$ cat config.mk
export PLATFORM = sky130hd
export DESIGN_NAME = fbf_ctrl
export DESIGN_NICKNAME = d
export VERILOG_FILES = /design/src/fbf_pkg.sv /design/src/fbf_ctrl.sv
export SDC_FILE = /design/constraint.sdc
export NUM_CORES = 1
export LEC_CHECK = 0
export BUFFER_PORTS_ARGS = -buffer_cell sky130_fd_sc_hd__buf_2
export CAP_MARGIN = 20
export CORE_MARGIN = 4
export CORE_UTILIZATION = 60
export DETAILED_ROUTE_END_ITERATION = 10
export PLACE_DENSITY = 0.9
export SYNTH_ARGS = -nofsm -noshare
export SYNTH_HDL_FRONTEND = slang
export SYNTH_SLANG_ARGS = --single-unit
$ cat constraint.sdc
create_clock -name clock -period 9.2 [get_ports clock]
set_clock_uncertainty 0.1 [all_clocks]
set_input_delay 0.46 -clock clock [delete_from_list [all_inputs] [get_ports clock]]
set_output_delay 0.46 -clock clock [all_outputs]
set_load 0.01 [all_outputs]
$ cat src/fbf_pkg.sv
// shared types and constants of the page framebuffer flush engine
package fbf_pkg;

   localparam int MAX_WIDTH_DEF = 128;
   localparam int MAX_PAGES_DEF = 8;

   localparam int CSR_IDX_W  = 2;
   localparam int CSR_DATA_W = 8;

   localparam logic [CSR_IDX_W-1:0] REG_WIDTH_PX   = 2'd0;
   localparam logic [CSR_IDX_W-1:0] REG_PAGES      = 2'd1;
   localparam logic [CSR_IDX_W-1:0] REG_COL_OFFSET = 2'd2;

   localparam logic [7:0] WIDTH_PX_RST   = 8'd128;
   localparam logic [3:0] PAGES_RST      = 4'd8;
   localparam logic [6:0] COL_OFFSET_RST = 7'd0;

   localparam logic [1:0] ACT_DRAW  = 2'd0;
   localparam logic [1:0] ACT_FILL  = 2'd1;
   localparam logic [1:0] ACT_FLUSH = 2'd2;

   localparam logic [7:0] CMD_PAGE   = 8'hB0;
   localparam logic [7:0] CMD_COL_HI = 8'h10;
   localparam logic [7:0] FILL_OFF   = 8'h00;
   localparam logic [7:0] FILL_ON    = 8'hFF;

   typedef struct packed {
      logic [1:0] action;
      logic [6:0] pixel_x;
      logic [5:0] pixel_y;
      logic       pixel_color;
   } req_type;

   typedef struct packed {
      logic [7:0] out_byte;
      logic       is_data;
      logic       last;
   } rsp_type;

endpackage

$ cat src/fbf_ctrl.sv
// sequencer: clear sweep, pixel read-modify-write, fill sweep and flush stepping
module fbf_ctrl #(
   parameter int MAX_WIDTH = fbf_pkg::MAX_WIDTH_DEF,
   parameter int MAX_PAGES = fbf_pkg::MAX_PAGES_DEF
) (
   input  logic                                        clock,
   input  logic                                        reset,
   input  logic                                        start,
   output logic                                        busy,
   input  fbf_pkg::req_type                            req_item,
   output logic                                        rsp_valid,
   output fbf_pkg::rsp_type                            rsp_item,
   input  logic [$clog2(MAX_WIDTH+1)-1:0]              eff_width,
   input  logic [$clog2(MAX_PAGES+1)-1:0]              eff_pages,
   input  logic [6:0]                                  col_offset,
   output logic                                        mem_wr_en,
   output logic [$clog2(MAX_WIDTH*MAX_PAGES)-1:0]      mem_wr_addr,
   output logic [7:0]                                  mem_wr_data,
   output logic                                        mem_rd_en,
   output logic [$clog2(MAX_WIDTH*MAX_PAGES)-1:0]      mem_rd_addr,
   input  logic [7:0]                                  mem_rd_data
);

   localparam int DEPTH = MAX_WIDTH * MAX_PAGES;
   localparam int AW    = $clog2(DEPTH);
   localparam int WW    = $clog2(MAX_WIDTH + 1);
   localparam int PW    = $clog2(MAX_PAGES + 1);
   localparam int PIW   = (MAX_PAGES > 1) ? $clog2(MAX_PAGES) : 1;
   localparam int POSW  = $clog2(MAX_WIDTH + 3);
   localparam int CLW   = $clog2(MAX_WIDTH);
   localparam int CW    = (WW > 7) ? WW : 7;
   localparam int PGW   = (PW > 3) ? PW : 3;

   localparam int POS_PAGE   = 0;
   localparam int POS_COL_LO = 1;
   localparam int POS_COL_HI = 2;

   typedef enum logic [1:0] {
      S_WALK,
      S_IDLE,
      S_DRAW_RD,
      S_FLUSH_RD
   } state_type;

   state_type        state_ff, state_in;
   logic             flush_busy_ff, flush_busy_in;
   logic [PIW-1:0]   flush_page_ff, flush_page_in;
   logic [POSW-1:0]  flush_pos_ff, flush_pos_in;
   logic [AW-1:0]    walk_cnt_ff, walk_cnt_in;
   logic [AW-1:0]    walk_last_ff, walk_last_in;
   logic [7:0]       walk_byte_ff, walk_byte_in;
   logic             rsp_valid_ff, rsp_valid_in;

   fbf_pkg::rsp_type rsp_item_ff, rsp_item_in;
   logic [AW-1:0]    draw_addr_ff, draw_addr_in;
   logic [2:0]       draw_bit_ff, draw_bit_in;
   logic             draw_color_ff, draw_color_in;
   logic             pend_last_ff, pend_last_in;

   logic [2:0]       dr_pg;
   logic             dr_in_range;
   logic [3+WW-1:0]  dr_prod;
   logic [AW-1:0]    dr_addr;
   logic [WW+PW-1:0] fill_prod;

   logic [PIW-1:0]   fl_page0, fl_page;
   logic [POSW-1:0]  fl_pos0, fl_col_raw;
   logic [CLW-1:0]   fl_col;
   logic             fl_col_end, fl_last_page;
   logic [PIW+WW-1:0] fl_prod;
   logic [AW-1:0]    fl_addr;
   logic [7:0]       draw_mask;

   always_comb begin
      dr_pg       = req_item.pixel_y[5:3];
      dr_in_range = (CW'(req_item.pixel_x) < CW'(eff_width)) && (PGW'(dr_pg) < PGW'(eff_pages));
      dr_prod     = (3+WW)'(dr_pg) * (3+WW)'(eff_width);
      dr_addr     = AW'(dr_prod) + AW'(req_item.pixel_x);
      fill_prod   = (WW+PW)'(eff_width) * (WW+PW)'(eff_pages);

      fl_page0 = flush_busy_ff ? flush_page_ff : '0;
      fl_pos0  = flush_busy_ff ? flush_pos_ff : '0;
      fl_page  = (PW'(fl_page0) >= eff_pages) ? PIW'(eff_pages - PW'(1)) : fl_page0;
      fl_col_raw = fl_pos0 - POSW'(3);
      fl_col_end = fl_col_raw >= (POSW'(eff_width) - POSW'(1));
      fl_col     = (fl_col_raw >= POSW'(eff_width)) ? CLW'(eff_width - WW'(1))
                                                    : CLW'(fl_col_raw);
      fl_prod    = (PIW+WW)'(fl_page) * (PIW+WW)'(eff_width);
      fl_addr    = AW'(fl_prod) + AW'(fl_col);
      fl_last_page = (PW'(fl_page) + PW'(1)) >= eff_pages;
      draw_mask  = 8'(1) << draw_bit_ff;
   end

   always_comb begin
      state_in      = state_ff;
      flush_busy_in = flush_busy_ff;
      flush_page_in = flush_page_ff;
      flush_pos_in  = flush_pos_ff;
      walk_cnt_in   = walk_cnt_ff;
      walk_last_in  = walk_last_ff;
      walk_byte_in  = walk_byte_ff;
      rsp_valid_in  = 1'b0;
      rsp_item_in   = rsp_item_ff;
      draw_addr_in  = draw_addr_ff;
      draw_bit_in   = draw_bit_ff;
      draw_color_in = draw_color_ff;
      pend_last_in  = pend_last_ff;
      mem_wr_en     = 1'b0;
      mem_wr_addr   = walk_cnt_ff;
      mem_wr_data   = walk_byte_ff;
      mem_rd_en     = 1'b0;
      mem_rd_addr   = fl_addr;
      case (state_ff)
         S_WALK: begin
            mem_wr_en = 1'b1;
            if (walk_cnt_ff == walk_last_ff) begin
               state_in = S_IDLE;
            end else begin
               walk_cnt_in = walk_cnt_ff + AW'(1);
            end
         end
         S_IDLE: begin
            if (start) begin
               case (req_item.action)
                  fbf_pkg::ACT_DRAW: begin
                     if (dr_in_range) begin
                        mem_rd_en     = 1'b1;
                        mem_rd_addr   = dr_addr;
                        draw_addr_in  = dr_addr;
                        draw_bit_in   = req_item.pixel_y[2:0];
                        draw_color_in = req_item.pixel_color;
                        state_in      = S_DRAW_RD;
                     end
                  end
                  fbf_pkg::ACT_FILL: begin
                     walk_cnt_in  = '0;
                     walk_last_in = AW'(fill_prod - (WW+PW)'(1));
                     walk_byte_in = req_item.pixel_color ? fbf_pkg::FILL_ON
                                                         : fbf_pkg::FILL_OFF;
                     state_in     = S_WALK;
                  end
                  fbf_pkg::ACT_FLUSH: begin
                     flush_busy_in = 1'b1;
                     flush_page_in = fl_page;
                     rsp_item_in.is_data = 1'b0;
                     rsp_item_in.last    = 1'b0;
                     if (fl_pos0 == POSW'(POS_PAGE)) begin
                        rsp_valid_in         = 1'b1;
                        rsp_item_in.out_byte = fbf_pkg::CMD_PAGE + 8'(fl_page);
                        flush_pos_in         = POSW'(POS_COL_LO);
                     end else if (fl_pos0 == POSW'(POS_COL_LO)) begin
                        rsp_valid_in         = 1'b1;
                        rsp_item_in.out_byte = {4'h0, col_offset[3:0]};
                        flush_pos_in         = POSW'(POS_COL_HI);
                     end else if (fl_pos0 == POSW'(POS_COL_HI)) begin
                        rsp_valid_in         = 1'b1;
                        rsp_item_in.out_byte = fbf_pkg::CMD_COL_HI + {5'b0, col_offset[6:4]};
                        flush_pos_in         = POSW'(POS_COL_HI + 1);
                     end else begin
                        mem_rd_en    = 1'b1;
                        mem_rd_addr  = fl_addr;
                        pend_last_in = 1'b0;
                        state_in     = S_FLUSH_RD;
                        if (fl_col_end) begin
                           flush_pos_in = '0;
                           if (fl_last_page) begin
                              pend_last_in  = 1'b1;
                              flush_busy_in = 1'b0;
                              flush_page_in = '0;
                           end else begin
                              flush_page_in = fl_page + PIW'(1);
                           end
                        end else begin
                           flush_pos_in = fl_pos0 + POSW'(1);
                        end
                     end
                  end
                  default: begin
                  end
               endcase
            end
         end
         S_DRAW_RD: begin
            mem_wr_en   = 1'b1;
            mem_wr_addr = draw_addr_ff;
            mem_wr_data = draw_color_ff ? (mem_rd_data | draw_mask)
                                        : (mem_rd_data & ~draw_mask);
            state_in    = S_IDLE;
         end
         S_FLUSH_RD: begin
            rsp_valid_in         = 1'b1;
            rsp_item_in.out_byte = mem_rd_data;
            rsp_item_in.is_data  = 1'b1;
            rsp_item_in.last     = pend_last_ff;
            state_in             = S_IDLE;
         end
         default: begin
            state_in = S_IDLE;
         end
      endcase
   end

   always_ff @(posedge clock) begin
      if (reset) begin
         state_ff      <= S_WALK;
         flush_busy_ff <= 1'b0;
         flush_page_ff <= '0;
         flush_pos_ff  <= '0;
         walk_cnt_ff   <= '0;
         walk_last_ff  <= AW'(DEPTH - 1);
         walk_byte_ff  <= fbf_pkg::FILL_OFF;
         rsp_valid_ff  <= 1'b0;
      end else begin
         state_ff      <= state_in;
         flush_busy_ff <= flush_busy_in;
         flush_page_ff <= flush_page_in;
         flush_pos_ff  <= flush_pos_in;
         walk_cnt_ff   <= walk_cnt_in;
         walk_last_ff  <= walk_last_in;
         walk_byte_ff  <= walk_byte_in;
         rsp_valid_ff  <= rsp_valid_in;
      end
   end

   always_ff @(posedge clock) begin
      rsp_item_ff   <= rsp_item_in;
      draw_addr_ff  <= draw_addr_in;
      draw_bit_ff   <= draw_bit_in;
      draw_color_ff <= draw_color_in;
      pend_last_ff  <= pend_last_in;
   end

   assign busy      = (state_ff != S_IDLE);
   assign rsp_valid = rsp_valid_ff;
   assign rsp_item  = rsp_item_ff;

   // reads and writes never share a cycle, so no forwarding is needed
   a_no_rw_overlap: assert property (@(posedge clock) disable iff (reset)
      !(mem_wr_en && mem_rd_en))
      else $error("store read and write in the same cycle");

   a_last_is_data: assert property (@(posedge clock) disable iff (reset)
      rsp_valid_ff && rsp_item_ff.last |-> rsp_item_ff.is_data)
      else $error("last marked on a command word");

   a_flush_rd_resp: assert property (@(posedge clock) disable iff (reset)
      state_ff == S_FLUSH_RD |=> rsp_valid_ff && rsp_item_ff.is_data)
      else $error("data read did not produce a data word");

   a_idle_flush_pos: assert property (@(posedge clock) disable iff (reset)
      !flush_busy_ff |-> flush_pos_ff == '0 && flush_page_ff == '0)
      else $error("flush position held while no refresh runs");

   a_walk_bound: assert property (@(posedge clock) disable iff (reset)
      state_ff == S_WALK |-> walk_cnt_ff <= walk_last_ff)
      else $error("sweep ran past its last entry");

endmodule
After elaboration in Yosys (flattened, before gate mapping). Cells that the tools add are included.

Bits in registers: 68. Latch bits: 0. Bits in writable memories: 0. Memory bits (read-only): 0. Word-level logic and storage cells: 138. Memories: 0.

Add/sub/neg operators: 12. $mul: 3. Div/mod/pow operators: 0. Order comparisons: 6. Equal/unequal tests: 20. Shifts and indexed selects: 1. Mux-type cells: 59. Bitwise logic cells: 6. Reduce and logical (&&, ||, !) cells: 16.

Operators with widths (count): 10-bit 2-to-1 mux (10); 8-bit 2-to-1 mux (11); 10-bit case mux with 2 select lines (2); 3-bit 2-to-1 mux (7); 10-bit by 7-bit adder with 10-bit output (2); 3-bit by 8-bit multiplier with 10-bit output (2); 1-bit 2-to-1 mux (18); 8-bit greater-or-equal comparator (2); 2-bit 2-to-1 mux (6); 3-bit != test (second input constant) (4); 2-bit case mux with 3 select lines (2); 4-bit AND reduction (3); 10-bit by 1-bit adder with 10-bit output (second input constant) (1); 10-bit == test (1); 8-bit by 4-bit multiplier with 10-bit output (1); 10-bit by 1-bit subtractor with 10-bit output (second input constant) (1); 3-bit AND reduction (3); 8-bit by 1-bit adder with 8-bit output (second input constant) (1); 8-bit by 3-bit adder with 8-bit output (first input constant) (1); 8-bit AND (1); 8-bit by 1-bit == test with 1-bit output (second input constant) (1); 8-bit by 2-bit == test with 1-bit output (second input constant) (1); 8-bit zero test (1); 7-bit by 8-bit less-than comparator with 1-bit output (1); 27 further kinds (40).

Depth between registers and ports, before layout. Gate-level depths: netlist of run 1.

Word-level depth: 10. Mapped depth: 21. Gate-level depth less buffers: 21.

Least setup slack after synthesis of run 1. OpenSTA, ideal clock, no wires.

Path type: in2out. From: in eff_pages[2]. To: out mem_rd_addr[9]. Arrival time: 4.776 ns. Path slack: 3.864 ns. Stages on the path: 20. Buffers on the path: 2. Path through: clkbuf_1 inv_1 ha_1 a21o_1 a31oi_1 nor2_1 a21oi_1 clkbuf_1 nand2_1 fa_1 inv_1 fa_1 inv_1 fa_1 nor2b_1 o21ai_0 a21oi_1 o41ai_1 xnor2_1 mux2_2.

Longest elaborated chain between the ends: 8.

Ends and longest elaborated chain: start, declared (line fbf_ctrl.sv:14) `input logic [$clog2(MAX_PAGES+1)-1:0] eff_pages,`; 3-bit by 4-bit greater-or-equal comparator with 1-bit output or 3-bit by 1-bit subtractor with 3-bit output (tied branches) (line fbf_ctrl.sv:83) `fl_page = (PW'(fl_page0) >= eff_pages) ? PIW'(eff_pages - PW'(1)) : fl_page0;`; 3-bit 2-to-1 mux (line fbf_ctrl.sv:83); 3-bit by 8-bit multiplier with 10-bit output (line fbf_ctrl.sv:88) `fl_prod = (PIW+WW)'(fl_page) * (PIW+WW)'(eff_width);`; 10-bit by 7-bit adder with 10-bit output (line fbf_ctrl.sv:89) `fl_addr = AW'(fl_prod) + AW'(fl_col);`; 10-bit 2-to-1 mux (line fbf_ctrl.sv:126) `if (dr_in_range) begin`; 10-bit 2-to-1 mux; 10-bit 2-to-1 mux (line fbf_ctrl.sv:123) `if (start) begin`; 10-bit 2-to-1 mux * (line fbf_ctrl.sv:113) `case (state_ff)`; end, declared (line fbf_ctrl.sv:20) `output logic [$clog2(MAX_WIDTH*MAX_PAGES)-1:0] mem_rd_addr,`.

Mark *: on every way between the ends. The rest lies on a longest branch, timed or not.

Final worst setup path of run 1.
From: reg flush_busy_ff. To: out mem_rd_addr[9].

Longest elaborated chain between the ends: 9.

Ends and longest elaborated chain: start, declared (line fbf_ctrl.sv:46) `logic flush_busy_ff, flush_busy_in;`; start signal, assigned (line fbf_ctrl.sv:215) `flush_busy_ff <= flush_busy_in;`; 3-bit 2-to-1 mux or 8-bit 2-to-1 mux (tied branches) (line fbf_ctrl.sv:81, fbf_ctrl.sv:82); 3-bit by 4-bit greater-or-equal comparator with 1-bit output or 8-bit by 2-bit subtractor with 8-bit output (tied branches) (line fbf_ctrl.sv:83, fbf_ctrl.sv:84); 3-bit 2-to-1 mux or 8-bit greater-or-equal comparator (tied branches) (line fbf_ctrl.sv:83, fbf_ctrl.sv:86); 3-bit by 8-bit multiplier with 10-bit output or 7-bit 2-to-1 mux (tied branches) (line fbf_ctrl.sv:88, fbf_ctrl.sv:86); 10-bit by 7-bit adder with 10-bit output * (line fbf_ctrl.sv:89); 10-bit 2-to-1 mux (line fbf_ctrl.sv:126); 10-bit 2-to-1 mux; 10-bit 2-to-1 mux (line fbf_ctrl.sv:123); 10-bit 2-to-1 mux * (line fbf_ctrl.sv:113).

Marked as above.

==> run metrics, run 1 <==
worst-margin pin slew roughly 950 ps; RSZ-0062 raised after global routing no; Nets 1,012; Area Overhead vs Synth 10.5%; Resized Gates After CTS 0; hold depth 1; Cell Chain, Critical Path nand2_1, ha_1, nand2b_1, a31oi_1, nor2_1, a21oi_1, nand2_1, fa_1, inv_1, fa_1, inv_1, fa_1, nor2b_1, o21ai_0, a21oi_1, o41ai_1, xnor2_1, mux2_2, buf_2; Mapped Area 6670 µm²; initial antenna violation count 0; DIE AREA 12,900 µm²; first-pass GRT wire length 27.8 mm; CTS Sinks 61; Clock Latency Late Sink 340 ps; FF-to-FF setup slack between 4000 and 5000 ps; Setup Viol. Count Final 0; die width between 100 and 150 µm; cells after synthesis just under 800; synth unique cells 68; vias in the first global route 5,730; PwrDens 116 nW/µm²; share of post-route cells with drive strength above 1 16.6%; Lkg Pwr about 3.5 nW; worst-path fanout max 20; post-synthesis async set-or-reset flop share 0%; Initial Util between 60% and 70%; H-tree levels 3; post-synth top area cell ha_1; largest net degree at the start of global routing 30; Placed Area 7180 µm²; Hold Startpoint req_item[2]; fin area about 7400 µm²; hold path endpoint draw_bit_ff[1]; per-cell routed wire length 17.4 µm; Routed Antenna Nets 0; Final Hold Vio Count 0; Final Wtd Congestion 0.925; post-DP HPWL 13.7 mm; total global-route track usage 27.2%; warning count from the yosys run 0; synth top area cells ha_1 15%, edfxtp_1 11%, fa_1 11%, dfxtp_1 11%, nand2_1 4.5%; Synthesized Nets 941; critical path's slowest cell a21oi_1; vias 5,878; top-area cell type share of the netlist area 15.0%; Initial DRC Count 442; max_cap viols 0; Max stage delay on crit path between 700 and 800 ps; Setup crit end kind output port; Avg Inst Size Synth between 8 and 9 µm²; Seq cells post-synth 61; Max Buffers Root-to-Sink 2; DRT Wirelength 17.3 mm; Main synth FF type dfxtp_1; Crit path top cell by count fa_1; crit path kind register to output port; VDD IR max 97.2 µV; clk slew on worst S/H paths 70 ps; Seq/Total Area, Yosys 22.1%; setup TNS 0 ps; Die Ht 113 µm; R2R depth 14; drt pass-1 iters 8; grt total ovfl 0; required time worst endpoint 8640 ps; via/cell ratio 5.91; Boundary Pins 88; number of synthesized flops with an enable pin 25; status complete, no violations; CTS Buf Count 9; Worst R2R Start flush_busy_ff; CTS Root Cell clkbuf_8; max frequency approximately 150 MHz; CTS tree yes; Worst Setup Start Kind register; CORE AREA ~11,000 µm²; row cnt 38; Hold Path Class input pin to register; Final Cycle Share 72.7%; Port Buffers between 80 and 90; Final Max Tran Viols 0; Worst Path Arrival 6130 ps; Post-route DRC 0; Tmin final between 6000 and 7000 ps; postcts setup bufs 0; hold_buf cts 0; Worst R2R End flush_page_ff[2]; max_slew headroom 36.5%
==> layout by cell type, fill, tap and decap left out, drive strengths merged, types with 25 or more instances in the layout <==
master	count
fa	37
inv	80
xnor2	27
buf	93
o21ai	27
edfxtp	25
a21oi	42
ha	80
and2	25
nor2	76
nand2	82
xor2	28
dfxtp	36
==> layout make-up <==
| type | instances | area, µm² |
|---|---|---|
| Clock inverter | 3 | 37.5 |
| Tap cell | 140 | 175 |
| Clock buffer | 12 | 135 |
| Inverter | 81 | 304 |
| Fill cell | 846 | 3470 |
| Timing Repair Buffer | 93 | 478 |
| Sequential cell | 61 | 1470 |
| Antenna cell | 1 | 2.50 |
| Multi-Input combinational cell | 603 | 4770 |
==> how the worst max path moves through the flow <==
stage | slack (ps) | depth (start not counted) | endpoint | start
after detailed placement | 3000 | 19 | mem_rd_addr[9] | flush_busy_ff
after floorplan | 3860 | 20 | mem_rd_addr[9] | eff_pages[2]
final | 2510 | 19 | mem_rd_addr[9] | flush_busy_ff
after CTS | 2620 | 19 | mem_rd_addr[9] | flush_busy_ff
after global placement | 3330 | 19 | mem_rd_addr[9] | flush_busy_ff
after global routing | 2100 | 19 | mem_rd_addr[9] | flush_busy_ff
==> cells by family (layout without fill, tap and decap cells) <==
kind of cell	count (synthesis)	in the layout	synth area share [%]
AO/OA/AOI/OAI	129	129	13.2
XOR/XNOR	55	55	7.22
adder cells (fa/ha/maj)	117	117	26.1
buffers and inverters	114	189	6.49
flip-flops	61	61	22.1
multiplexers	39	39	6.34
other	0	1	0
AND/OR/NAND/NOR	263	263	18.5
==> critical path, delay by kind of cell (launching register included) <==
kind | cells | cell delay (ps)
fa+ha+maj | 4 | 1930
compound gates | 5 | 1590
simple gates | 5 | 810
flops | 1 | 690
mux | 1 | 320
buf+inv | 3 | 280
xor+xnor | 1 | 160
==> layer usage <==
metal | up-vias | wire length (µm) | global-route usage (%)
met4 | 0 | 629 | 10.7
met5 | - | 0 | 0
met3 | 55 | 1790 | 5.94
li1 | 2783 | - | -
met1 | 2732 | 7070 | 36.0
met2 | 308 | 7820 | 43.6
==> through the flow <==
step	hold slack (ps)	setup WS, ps	power, mW	util, %	std cells
after floorplan	356	3860	0.538	-	778
after global placement	365	3330	0.619	66.3	976
after detailed placement	374	3000	0.633	66.3	976
after CTS	183	2620	0.852	67.8	991
after global routing	183	2100	0.909	68.0	993
final	200	2510	0.853	68.0	994
==> synth_stat cells (8+ instances only) <==
master    instances
fa_1             37
clkbuf_1         25
nor2b_1           8
nor2_1           75
ha_1             80
nor3_1           18
xor2_1           28
edfxtp_1         25
a21o_1           11
and2_1           25
and3_1           13
xnor2_1          27
o21ai_0          26
nand2_1          80
nand3_1          12
dfxtp_1          36
inv_1            78
mux2i_1          16
a21oi_1          39
mux2_2           22
==> power by group <==
group / switching, mW / internal, mW
clock network: 0.0959 / 0.122
registers: 0.00179 / 0.288
logic: 0.200 / 0.145
total: 0.298 / 0.555
==> state kept, by name, summed over array words and instances, names as in the netlist <==
name / count
draw_addr_ff: 10
draw_bit_ff: 3
draw_color_ff: 1
flush_busy_ff: 1
flush_page_ff: 3
flush_pos_ff: 8
pend_last_ff: 1
rsp_item: 10
rsp_valid: 1
state_ff: 2
walk_byte_ff: 1
walk_cnt_ff: 10
walk_last_ff: 10
(Power assumes the default switching activity.)
==> inputs of run 2 (changes only) <==
--- a/config.mk
+++ b/config.mk
@@ -5,6 +5,7 @@
 export SDC_FILE = /design/constraint.sdc
 export NUM_CORES = 1
 export LEC_CHECK = 0
+export ABC_AREA = 1
 export BUFFER_PORTS_ARGS = -buffer_cell sky130_fd_sc_hd__buf_2
 export CAP_MARGIN = 20
 export CORE_MARGIN = 4
==> constraint.sdc (replaced) <==
create_clock -name clock -period 6.18 [get_ports clock]
set_clock_uncertainty 0.1 [all_clocks]
set_input_delay 0.309 -clock clock [delete_from_list [all_inputs] [get_ports clock]]
set_output_delay 0.309 -clock clock [all_outputs]
set_load 0.01 [all_outputs]
==> run metrics, run 2 <==
status complete, no violations; setup TNS 0 ps (unchanged); Core Util, Final 68.2% (+0.17 points); required time worst endpoint 5770 ps (-2870 ps); Avg Inst Size Synth 7.15 µm² (-17%); Seq cells post-synth 61 (unchanged); row cnt 39 (+2.6%); Mapped Area 7240 µm² (+8.5%); Final Max Tran Viols 0 (unchanged); Boundary Pins 88 (unchanged); placed cell count 1,207 (+24%); Worst Setup Start Kind register; warning count from the yosys run 0 (unchanged); initial antenna violation count 0 (unchanged); worst-margin pin slew 875 ps (-77.2 ps); worst hold margin 67.8 ps (-132 ps); Die Ht 118 µm (+3.9%); grt total ovfl 0 (unchanged); Port Buffers 87 (unchanged); Initial DRC Count 719 (+63%); max frequency 175 MHz; Final Cycle Share 92.7%; via/cell ratio 5.63 (-4.8%); post-synth top area cell ha_1; Final Hold Vio Count 0 (unchanged); vias in the first global route 6,591 (+15%); number of synthesized flops with an enable pin 25 (unchanged); crit path kind register to output port; share of post-route cells with drive strength above 1 13.9% (-2.8 points); cells after synthesis 1,012 (+30%); H-tree levels 3 (unchanged); Routed Antenna Nets 0 (unchanged); synth top area cells ha_1 14%, nand2_1 14%, edfxtp_1 10%, fa_1 10%, dfxtp_1 10%; top-area cell type share of the netlist area 13.8% (-1.2 points); CORE AREA 11,600 µm² (+7.1%); most common library cells after synthesis 266 x nand2_1, 166 x inv_1, 80 x ha_1; first-pass GRT wire length 31.5 mm (+13%); Worst Path Arrival 5320 ps (-810 ps); die width 118 µm (+3.9%); ANT cells 0 (-1); max_slew headroom 41.3% (+4.8 points); drt pass-1 iters 6 (-2); total global-route track usage 27.3% (+0.12 points); CTS Root Cell clkbuf_16; Hold Path Class input pin to register; largest net degree at the start of global routing 30 (unchanged); Setup Viol. Count Final 0 (unchanged); CTS Sinks 61 (unchanged); count leader, synth nand2_1; Nets 1,238 (+22%); CTS tree yes; vias 6,888 (+17%); VDD IR max 150 µV (+55%); commonest non-fill, non-tap cells in the layout 266 x nand2_1, 166 x inv_1, 87 x buf_2; hold_buf cts 0 (unchanged); Synthesized Nets 1,175 (+25%); Fillers 978 (+16%); Clock Latency Late Sink 330 ps (about the same); overall power 1.43 mW (+67%); Seq/Total Area, Yosys 20.3% (-1.7 points); max_cap viols 0 (unchanged); Setup crit end kind output port; CTS Buf Count 9 (unchanged); RSZ-0062 raised after global routing no; worst-path fanout max 14 (-30%); post-synthesis async set-or-reset flop share 0% (unchanged); Max Buffers Root-to-Sink 2 (unchanged); clk slew on worst S/H paths 50 ps (-20 ps); Area Overhead vs Synth 9.39%; area of the multi-input gates 4910 µm² (+3.0%); Main synth FF type dfxtp_1; Initial Util 62.3% (+0.80 points); synth unique cells 51 (-25%); fin cells 1,223 (+23%); Post-route DRC 0 (unchanged); Final Wtd Congestion 0.972 (+5.1%); Tmin final roughly 5700 ps; postcts setup bufs 0 (unchanged); per-cell routed wire length 15.4 µm (-11%); DIE AREA 13,900 µm² (+7.9%); PwrDens 180 nW/µm² (+56%); register area 1470 µm² (unchanged); DRT Wirelength 18.9 mm (+9.0%); commonest non-fill, non-tap cell in the layout nand2_1; Lkg Pwr 4.22 nW (+20%); Resized Gates After CTS 0 (unchanged); post-DP HPWL 14.9 mm (+8.4%)
run 2: where the power goes:
group	switching (mW)	total, mW	internal (mW)	leakage, nW
clock	0.162	0.434	0.272	0.119
combinational	0.357	0.562	0.205	3.59
sequential	0.00222	0.432	0.430	0.506
run 2: worst paths after layout:
check                                startpoint               end  slack [ps]  cells after the start
worst max-delay path              flush_busy_ff    mem_rd_addr[7]         450                     22
worst min-delay path                req_item[1]    draw_bit_ff[0]          70                      1
worst max register to register    flush_busy_ff  flush_page_ff[0]        2250                     21
worst min register to register  flush_pos_ff[7]   flush_pos_ff[7]         380                      2
run 2: cells by family (layout without fill, tap and decap cells):
logic type,Yosys count,count (layout),share of synthesized area (%)
AOI/OAI and AO/OA,144,144,11.9
xor gates and xnor gates,43,43,5.20
adders and majority gates,117,117,24.1
buffers and inverters,210,278,11.8
DFF,61,61,20.3
and+or+nand+nor,437,437,26.7
run 2: critical path, stage by stage, from the launching register on:
cell and delay [ps]:
dfxtp_1 690, nand2_1 280, inv_1 130, nor2_1 60, nand3_1 140, xor2_1 330, ha_1 300, nand2_1 90
inv_1 50, nand4_1 100, o211ai_2 310, nand2_1 180, o21ai_2 70, fa_1 540, inv_1 70, fa_1 470
o21ai_0 410, a21oi_1 140, nor2_1 110, nor2_1 50, xor2_1 140, o21ai_0 150, buf_2 160
run 2: final cells by class:
cell class | instances | area share, %
Clock buffer | 16 | 3.18
Inverter | 174 | 8.38
Multi-Input combinational cell | 741 | 62.0
Sequential cell | 61 | 18.6
Tap cell | 143 | 2.26
Timing Repair Buffer | 88 | 5.60
run 2: routing by layer:
layer  vias to the layer above  GRT usage [%]  wire [µm]
met5                         -              0          0
met4                         0           10.8        542
met3                        41           4.52       1720
met2                       326           43.4       8540
met1                      3171           37.1       8070
li1                       3350              -          -
run 2: through the flow:
step | instance area, µm² | setup slack (ps)
finish | 7920 | 453
global route | 7920 | 131
CTS | 7920 | 471
detailed placement | 7660 | 855
global placement | 7660 | 1130
floorplan | 7240 | 1520
